$ cat config.mk
export PLATFORM = sky130hd
export DESIGN_NAME = ddds_front
export DESIGN_NICKNAME = d
export VERILOG_FILES = /design/src/sv/ddds_pkg.sv /design/src/sv/ddds_front.sv
export SDC_FILE = /design/constraint.sdc
export NUM_CORES = 1
export LEC_CHECK = 0
export BUFFER_PORTS_ARGS = -buffer_cell sky130_fd_sc_hd__clkbuf_2
export CELL_PAD_IN_SITES_DETAIL_PLACEMENT = 1
export CELL_PAD_IN_SITES_GLOBAL_PLACEMENT = 1
export CORE_MARGIN = 4
export CORE_UTILIZATION = 43
export DETAILED_ROUTE_END_ITERATION = 10
export GPL_TIMING_DRIVEN = 0
export PLACE_DENSITY_LB_ADDON = 0.1
export SYNTH_ARGS = -nofsm -noshare
export SYNTH_HDL_FRONTEND = slang
export SYNTH_SLANG_ARGS = --single-unit
$ cat constraint.sdc
create_clock -name clk -period 2.5 [get_ports clk]
set_input_delay 0.5 -clock clk [delete_from_list [all_inputs] [get_ports clk]]
set_output_delay 0.5 -clock clk [all_outputs]
set_load 0.01 [all_outputs]
$ cat src/sv/ddds_pkg.sv
// ddds_pkg: types, register codes and constants shared by the display sequencer
// used by ddds_front, ddds_back and decimal_digit_display_sequencer
// no dependencies
package ddds_pkg;

  localparam int NUM_DIGITS_DEF = 6;

  // frame index width, covers 5 + NUM_DIGITS frames for NUM_DIGITS up to 8
  localparam int STEP_W = 4;

  localparam int VALUE_W = 32;
  localparam int ADDR_W  = 4;
  localparam int DATA_W  = 8;
  localparam int DIGIT_W = 4;

  localparam int QDEPTH = 2;

  // opcode of an input item
  localparam logic OP_INIT = 1'b0;
  localparam logic OP_SHOW = 1'b1;

  // configuration register indexes
  localparam logic CFG_INTENSITY  = 1'b0;
  localparam logic CFG_SCAN_DEPTH = 1'b1;

  localparam logic [3:0] INTENSITY_RST  = 4'd7;
  localparam logic [2:0] SCAN_DEPTH_RST = 3'd5;

  // controller register addresses
  localparam logic [ADDR_W-1:0] ADDR_DIGIT0    = 4'h1;
  localparam logic [ADDR_W-1:0] ADDR_DECODE    = 4'h9;
  localparam logic [ADDR_W-1:0] ADDR_INTENSITY = 4'hA;
  localparam logic [ADDR_W-1:0] ADDR_SCANLIM   = 4'hB;
  localparam logic [ADDR_W-1:0] ADDR_SHUTDOWN  = 4'hC;
  localparam logic [ADDR_W-1:0] ADDR_TEST      = 4'hF;

  localparam logic [DATA_W-1:0] DATA_DECODE_ALL = 8'hFF;
  localparam logic [DATA_W-1:0] DATA_SHUTDOWN   = 8'h01;
  localparam logic [DATA_W-1:0] DATA_TEST_OFF   = 8'h00;
  localparam logic [DATA_W-1:0] CODE_BLANK      = 8'h0F;

  // setup frames before the digit blanking frames
  localparam int INIT_FIXED = 5;

  // floor(v / 10) = (v * RECIP_10) >> RECIP_SHIFT for any 32-bit v
  localparam logic [VALUE_W-1:0] RECIP_10    = 32'hCCCCCCCD;
  localparam int                 RECIP_SHIFT = 35;

  typedef struct packed {
    logic               show;
    logic [VALUE_W-1:0] value;
    logic [STEP_W-1:0]  last_step;
  } cmd_t;

endpackage

$ cat src/sv/ddds_front.sv
// ddds_front: accepts input items, classifies them into frame commands and
// holds them in a two-entry queue for the back end; uses ddds_pkg
module ddds_front #(
  parameter int NUM_DIGITS = ddds_pkg::NUM_DIGITS_DEF
) (
  input  logic                          clk,
  input  logic                          rst,
  input  logic                          s_tvalid,
  output logic                          s_tready,
  input  logic [ddds_pkg::VALUE_W-1:0]  s_tdata,   // [31:0] value
  input  logic                          s_tuser,   // [0] opcode
  output logic                          cmd_valid,
  input  logic                          cmd_ready,
  output ddds_pkg::cmd_t                cmd
);

  localparam int PTR_W  = $clog2(ddds_pkg::QDEPTH);
  localparam int FILL_W = $clog2(ddds_pkg::QDEPTH + 1);

  localparam logic [ddds_pkg::STEP_W-1:0] SHOW_LAST =
    ddds_pkg::STEP_W'(NUM_DIGITS - 1);
  localparam logic [ddds_pkg::STEP_W-1:0] INIT_LAST =
    ddds_pkg::STEP_W'(NUM_DIGITS + ddds_pkg::INIT_FIXED - 1);

  ddds_pkg::cmd_t    q_mem [ddds_pkg::QDEPTH];
  logic [PTR_W-1:0]  wr_ptr;
  logic [PTR_W-1:0]  rd_ptr;
  logic [FILL_W-1:0] fill;
  ddds_pkg::cmd_t    entry;
  logic              push;
  logic              pop;

  assign s_tready  = (fill != FILL_W'(ddds_pkg::QDEPTH));
  assign cmd_valid = (fill != '0);
  assign push      = s_tvalid && s_tready;
  assign pop       = cmd_valid && cmd_ready;
  assign cmd       = q_mem[rd_ptr];

  always_comb begin
    entry.show      = (s_tuser == ddds_pkg::OP_SHOW);
    entry.value     = s_tdata;
    entry.last_step = entry.show ? SHOW_LAST : INIT_LAST;
  end

  always_ff @(posedge clk) begin
    if (push) begin
      q_mem[wr_ptr] <= entry;
    end
  end

  always_ff @(posedge clk) begin
    if (rst) begin
      wr_ptr <= '0;
      rd_ptr <= '0;
      fill   <= '0;
    end else begin
      if (push) begin
        wr_ptr <= wr_ptr + PTR_W'(1);
      end
      if (pop) begin
        rd_ptr <= rd_ptr + PTR_W'(1);
      end
      if (push && !pop) begin
        fill <= fill + FILL_W'(1);
      end else if (pop && !push) begin
        fill <= fill - FILL_W'(1);
      end
    end
  end

endmodule

After elaboration in Yosys (flattened, before gate mapping):

Memory sizes are Yosys's and may differ from the RTL's. A register that Yosys moved wholly into a read port is not among the register bits.
Index checks and enable logic that the tools add are counted.
W data, S select, Z words.

* register bits after elaboration: 4
* latch bits: 0
* bits in writable memories: 74
* memory bits (read-only): 0
* input port bits: 37
* output and inout port bits: 39
* word-level logic and storage cells: 24
* memories: 1

Memory list
* q_mem: words 2, width 37, rd ports 1, clocked after memory_dff 1, write ports 1, RTL line ddds_front.sv:25 `ddds_pkg::cmd_t q_mem [ddds_pkg::QDEPTH];`

* $add $sub $neg: 4
* multiply operators: 0
* divide/modulo/power cells: 0
* $lt $le $gt $ge: 0
* equal/unequal tests: 1
* shifts and indexed selects: 0
* mux-type cells: 7
* bitwise logic cells: 0
* reductions and logical operators: 8

Operator list (number)
* $logic_and A1 B1 Y1: 4
* $mux W1: 4
* $mux W2: 2
* $mux W4: 1
* $reduce_bool A2 Y1: 2
* $add A1 B1 Y1 const B: 2
* $add A2 B1 Y2 const B: 1
* $logic_not A1 Y1: 2
* $ne A2 B2 Y1 const B: 1
* $sub A2 B1 Y2 const B: 1

Logic depth before layout (Yosys ltp):

* depth after elaboration: 6
* mapped depth: 6
* depth with buffers taken out: 6

Least setup slack after synthesis:

No wires, ideal clock.

* path type: register -> register
* from: reg fill[0]
* to: mem q_mem[1][10] (netlist bit), enable pin
* setup time: 0.394 ns
* data arrival time: 1.517 ns
* required time: 2.106 ns
* slack: 0.589 ns
* cell stages (with the launch flop): 3
* buffers on the path: 0
* period minus slack after synthesis: 1.911 ns
* cells stage by stage: dfxtp_1 -> nand2b_1 -> and3_1

* longest elaborated chain between the ends: 4

RTL lines
* from (decl): RTL line ddds_front.sv:28 `logic [FILL_W-1:0] fill;`
* from (signal assigned): RTL line ddds_front.sv:64 `fill <= fill + FILL_W'(1);`
* from (signal assigned): RTL line ddds_front.sv:66 `fill <= fill - FILL_W'(1);`
* $ne A2 B2 Y1: RTL line ddds_front.sv:33 `assign s_tready = (fill != FILL_W'(ddds_pkg::QDEPTH));`
* via s_tready: RTL line ddds_front.sv:9 `output logic s_tready,`
* $logic_and A1 B1 Y1: RTL line ddds_front.sv:35 `assign push = s_tvalid && s_tready;`
* $mux W1: RTL line ddds_front.sv:46 `if (push) begin`
* $mux W1 (implied by the code): RTL line ddds_front.sv:47 `q_mem[wr_ptr] <= entry;`
* to (decl): RTL line ddds_front.sv:25

The timed path passes the listed nets, and every way through them passes these cells.

==> metrics.cfg <==
[floorplan]
die_y_um=87.23
initial_core_util_pct=45.05
dieArea_um2=7608
io_pins=76
fp-row-count=28
core_um2=5991
die_w_um=87.23

[outcome]
outcome=finished clean

[global_route]
use_met1_pct=14.36
overflow=0
grt_pass1_vias=1639
grt_use_met3_pct=4.447
met2_usage_pct=24.91
antenna_found_initial=0
grt.busiest_layer=met2
grt_pass1_wl_um=7645
grt.total_usage_pct=13.69
grt_max_degree=35

[job]
maxCapViolations=0

[critical_path]
reg2reg_slack_ns=0.61
max_stage_delay_ns=0.38
startpoint_type=register
crit_type=register to output port
required_ns=2.00
worst_r2r_path_depth=4
reg2reg_to=q_mem[0][4]$_DFFE_PP_
critPathSlowestCell=mux2_2
crit_path_cell_trace=buf_2 > buf_4 > mux2_2 > buf_4 > clkbuf_2
worstReg2RegStart=fill[0]$_SDFFE_PP0P_
critPathMostFrequentCell=buf_4
worstPathArrival_ns=1.64
crit_fanout=10
cp-end-kind=output port
worst-path-buf-inv=4
cp_top_family=buffers and inverters

[timing]
rsz0062_at_grt=false
skew_ns=0.009454
setup_viol=0
post-route-period-util_pct=85.70
slew_violations=0
max_freq_mhz=466.7
whs_ns=0.3585
final-hold-violation-count=0
slew_headroom_pct=44.99
min_period_ns=2.143
tns_ns=0
tightest_slew_ns=0.8251

[synth]
yosys.area.top_type=edfxtp_1
avgSynthCellArea_um2=20.14
synth_enable_flop_cells=68
synthFlopType=edfxtp_1
synth-seq-cells=73
syn-num-nets=172
netlist_area_um2=2699
yosys_warnings=0
syn-instance-count=134
async_flop_share_pct=0
synth_top_area_share_pct=75.66
ys_seq_area_share_pct=79.37
synth.top_cells.by_area=edfxtp_1 (76%), mux2_2 (14%), dfxtp_1 (3.7%)
synth.distinct_cells=18

[final_layout]
utilization_pct=57.27
nFillCells=575
nNetsFinal=259
drive_gt1_share_pct=59.29
n_antenna_cell=0
area_growth_pct=27.12

[place]
place_congestion=0.7152
hpwl_um=3411
portBuffers=75

[clocking]
cts_buffers=9
htree_levels=3
cts_resized=0
cts_tree=built
cts_root_buffer=clkbuf_8
clock_latency_ns=0.33
cts-hold-fix-buffers=0
cts.sinks=73
clk_pin_slew_ns=0.08
cts_setup_buffers=0
cts_buffer_depth=2

[min_path]
whs_endpoint=q_mem[1][5]$_DFFE_PP_
holdPathStages=1
hold_start=s_tdata[1]
hold_path_class=input pin to register

[pwr]
ir_drop_uv=531.2
power_density_nw_per_um2=1034
leakagePower_nw=1.334

[routing]
drt-pass1-iter-count=4
drtAntennaViolNets=0
via_count=1433
wirelength_um=4833
drt_iter0_drc=64
avgViaCountPerCell=4.761
route.detailed.drc=0
wire_per_inst_um=16.06

report_power, final:
group	internal [mW]	switching, mW	total (mW)
clock network	0.658	0.402	1.06
logic	0.441	0.465	0.906
registers	1.53	0.0500	1.58
cell usage after synthesis, types with 2 or more instances:
library cell and instances:
edfxtp_1 68, a21oi_1 2, buf_2 2, o21ai_0 2
inv_1 2, xor2_1 3, nor2_1 3, mux2_2 34
buf_4 5, dfxtp_1 5
cell type report:
class / instances / area (µm²) / area share (%)
buffer: 7 / 47.55 / 1.386
clock buffer: 10 / 127.6 / 3.720
clock inverter: 6 / 106.4 / 3.100
inverter: 2 / 7.507 / 0.2188
multi-input combinational: 52 / 503.0 / 14.66
sequential: 73 / 2142 / 62.44
tap: 75 / 93.84 / 2.735
timing repair buffer: 76 / 402.9 / 11.74
registers in the layout, summed over array words and instances (netlist names), named ones only:
name and cells:
q_mem 68, fill 2, rd_ptr 1, wr_ptr 1
worst max path at each step:
| stage | startpoint | end | slack, ns | cells after the start |
|---|---|---|---|---|
| after global placement | s_tvalid | q_mem[1][25]$_DFFE_PP_ | 0.23 | 2 |
| after detailed placement | fill[0]$_SDFFE_PP0P_ | q_mem[0][25]$_DFFE_PP_ | 0.31 | 3 |
| final | register | cmd[2] | 0.36 | 5 |
| after floorplan | fill[0]$_SDFFE_PP0P_ | q_mem[1][10]$_DFFE_PP_ | 0.59 | 2 |
| after global routing | register | cmd[36] | 0.26 | 5 |
| after CTS | fill[0]$_SDFFE_PP0P_ | q_mem[0][13]$_DFFE_PP_ | 0.28 | 3 |
metrics by stage:
stage	cell area (µm²)	power, mW	std cells	setup WS [ns]
after floorplan	2699	2.171	134	0.5889
after global placement	3168	2.477	284	0.2294
after detailed placement	3169	2.520	284	0.3059
after CTS	3403	3.588	300	0.2808
after global routing	3431	3.740	301	0.2576
final	3431	3.547	301	0.3574
placed cells by master, fill, tap and decap left out, drive strengths merged, types with 2 or more instances in the layout:
| cell type | instances |
|---|---|
| bufinv | 3 |
| dfxtp | 5 |
| edfxtp | 68 |
| mux2 | 34 |
| a21oi | 2 |
| o21ai | 2 |
| clkinv | 3 |
| nor2 | 3 |
| clkbuf | 85 |
| xor2 | 3 |
| buf | 8 |
worst reg2reg max path, cell delays in order, from the launching register on:
cell,delay (ns)
dfxtp_1,0.36
nand2b_1,0.22
nand3b_1,0.14
clkinv_1,0.52
buf_16,0.39
routing by layer:
metal	vias up	wire length, µm	share of wire (%)
met5	-	0	0
met4	0	38	0.79
met3	4	324	6.7
met2	49	2702	56
met1	691	1767	37
li1	689	-	-
kinds of logic after synthesis:
logic type / Yosys count / share of synthesized area [%]
compound gates: 5 / 1.113
simple gates: 9 / 1.855
flops: 73 / 79.37
mux: 34 / 14.19
fa+ha+maj: 1 / 0.4635
xor+xnor: 3 / 0.9738
buf+inv: 9 / 2.040
Power figures use the tool's default switching activity.
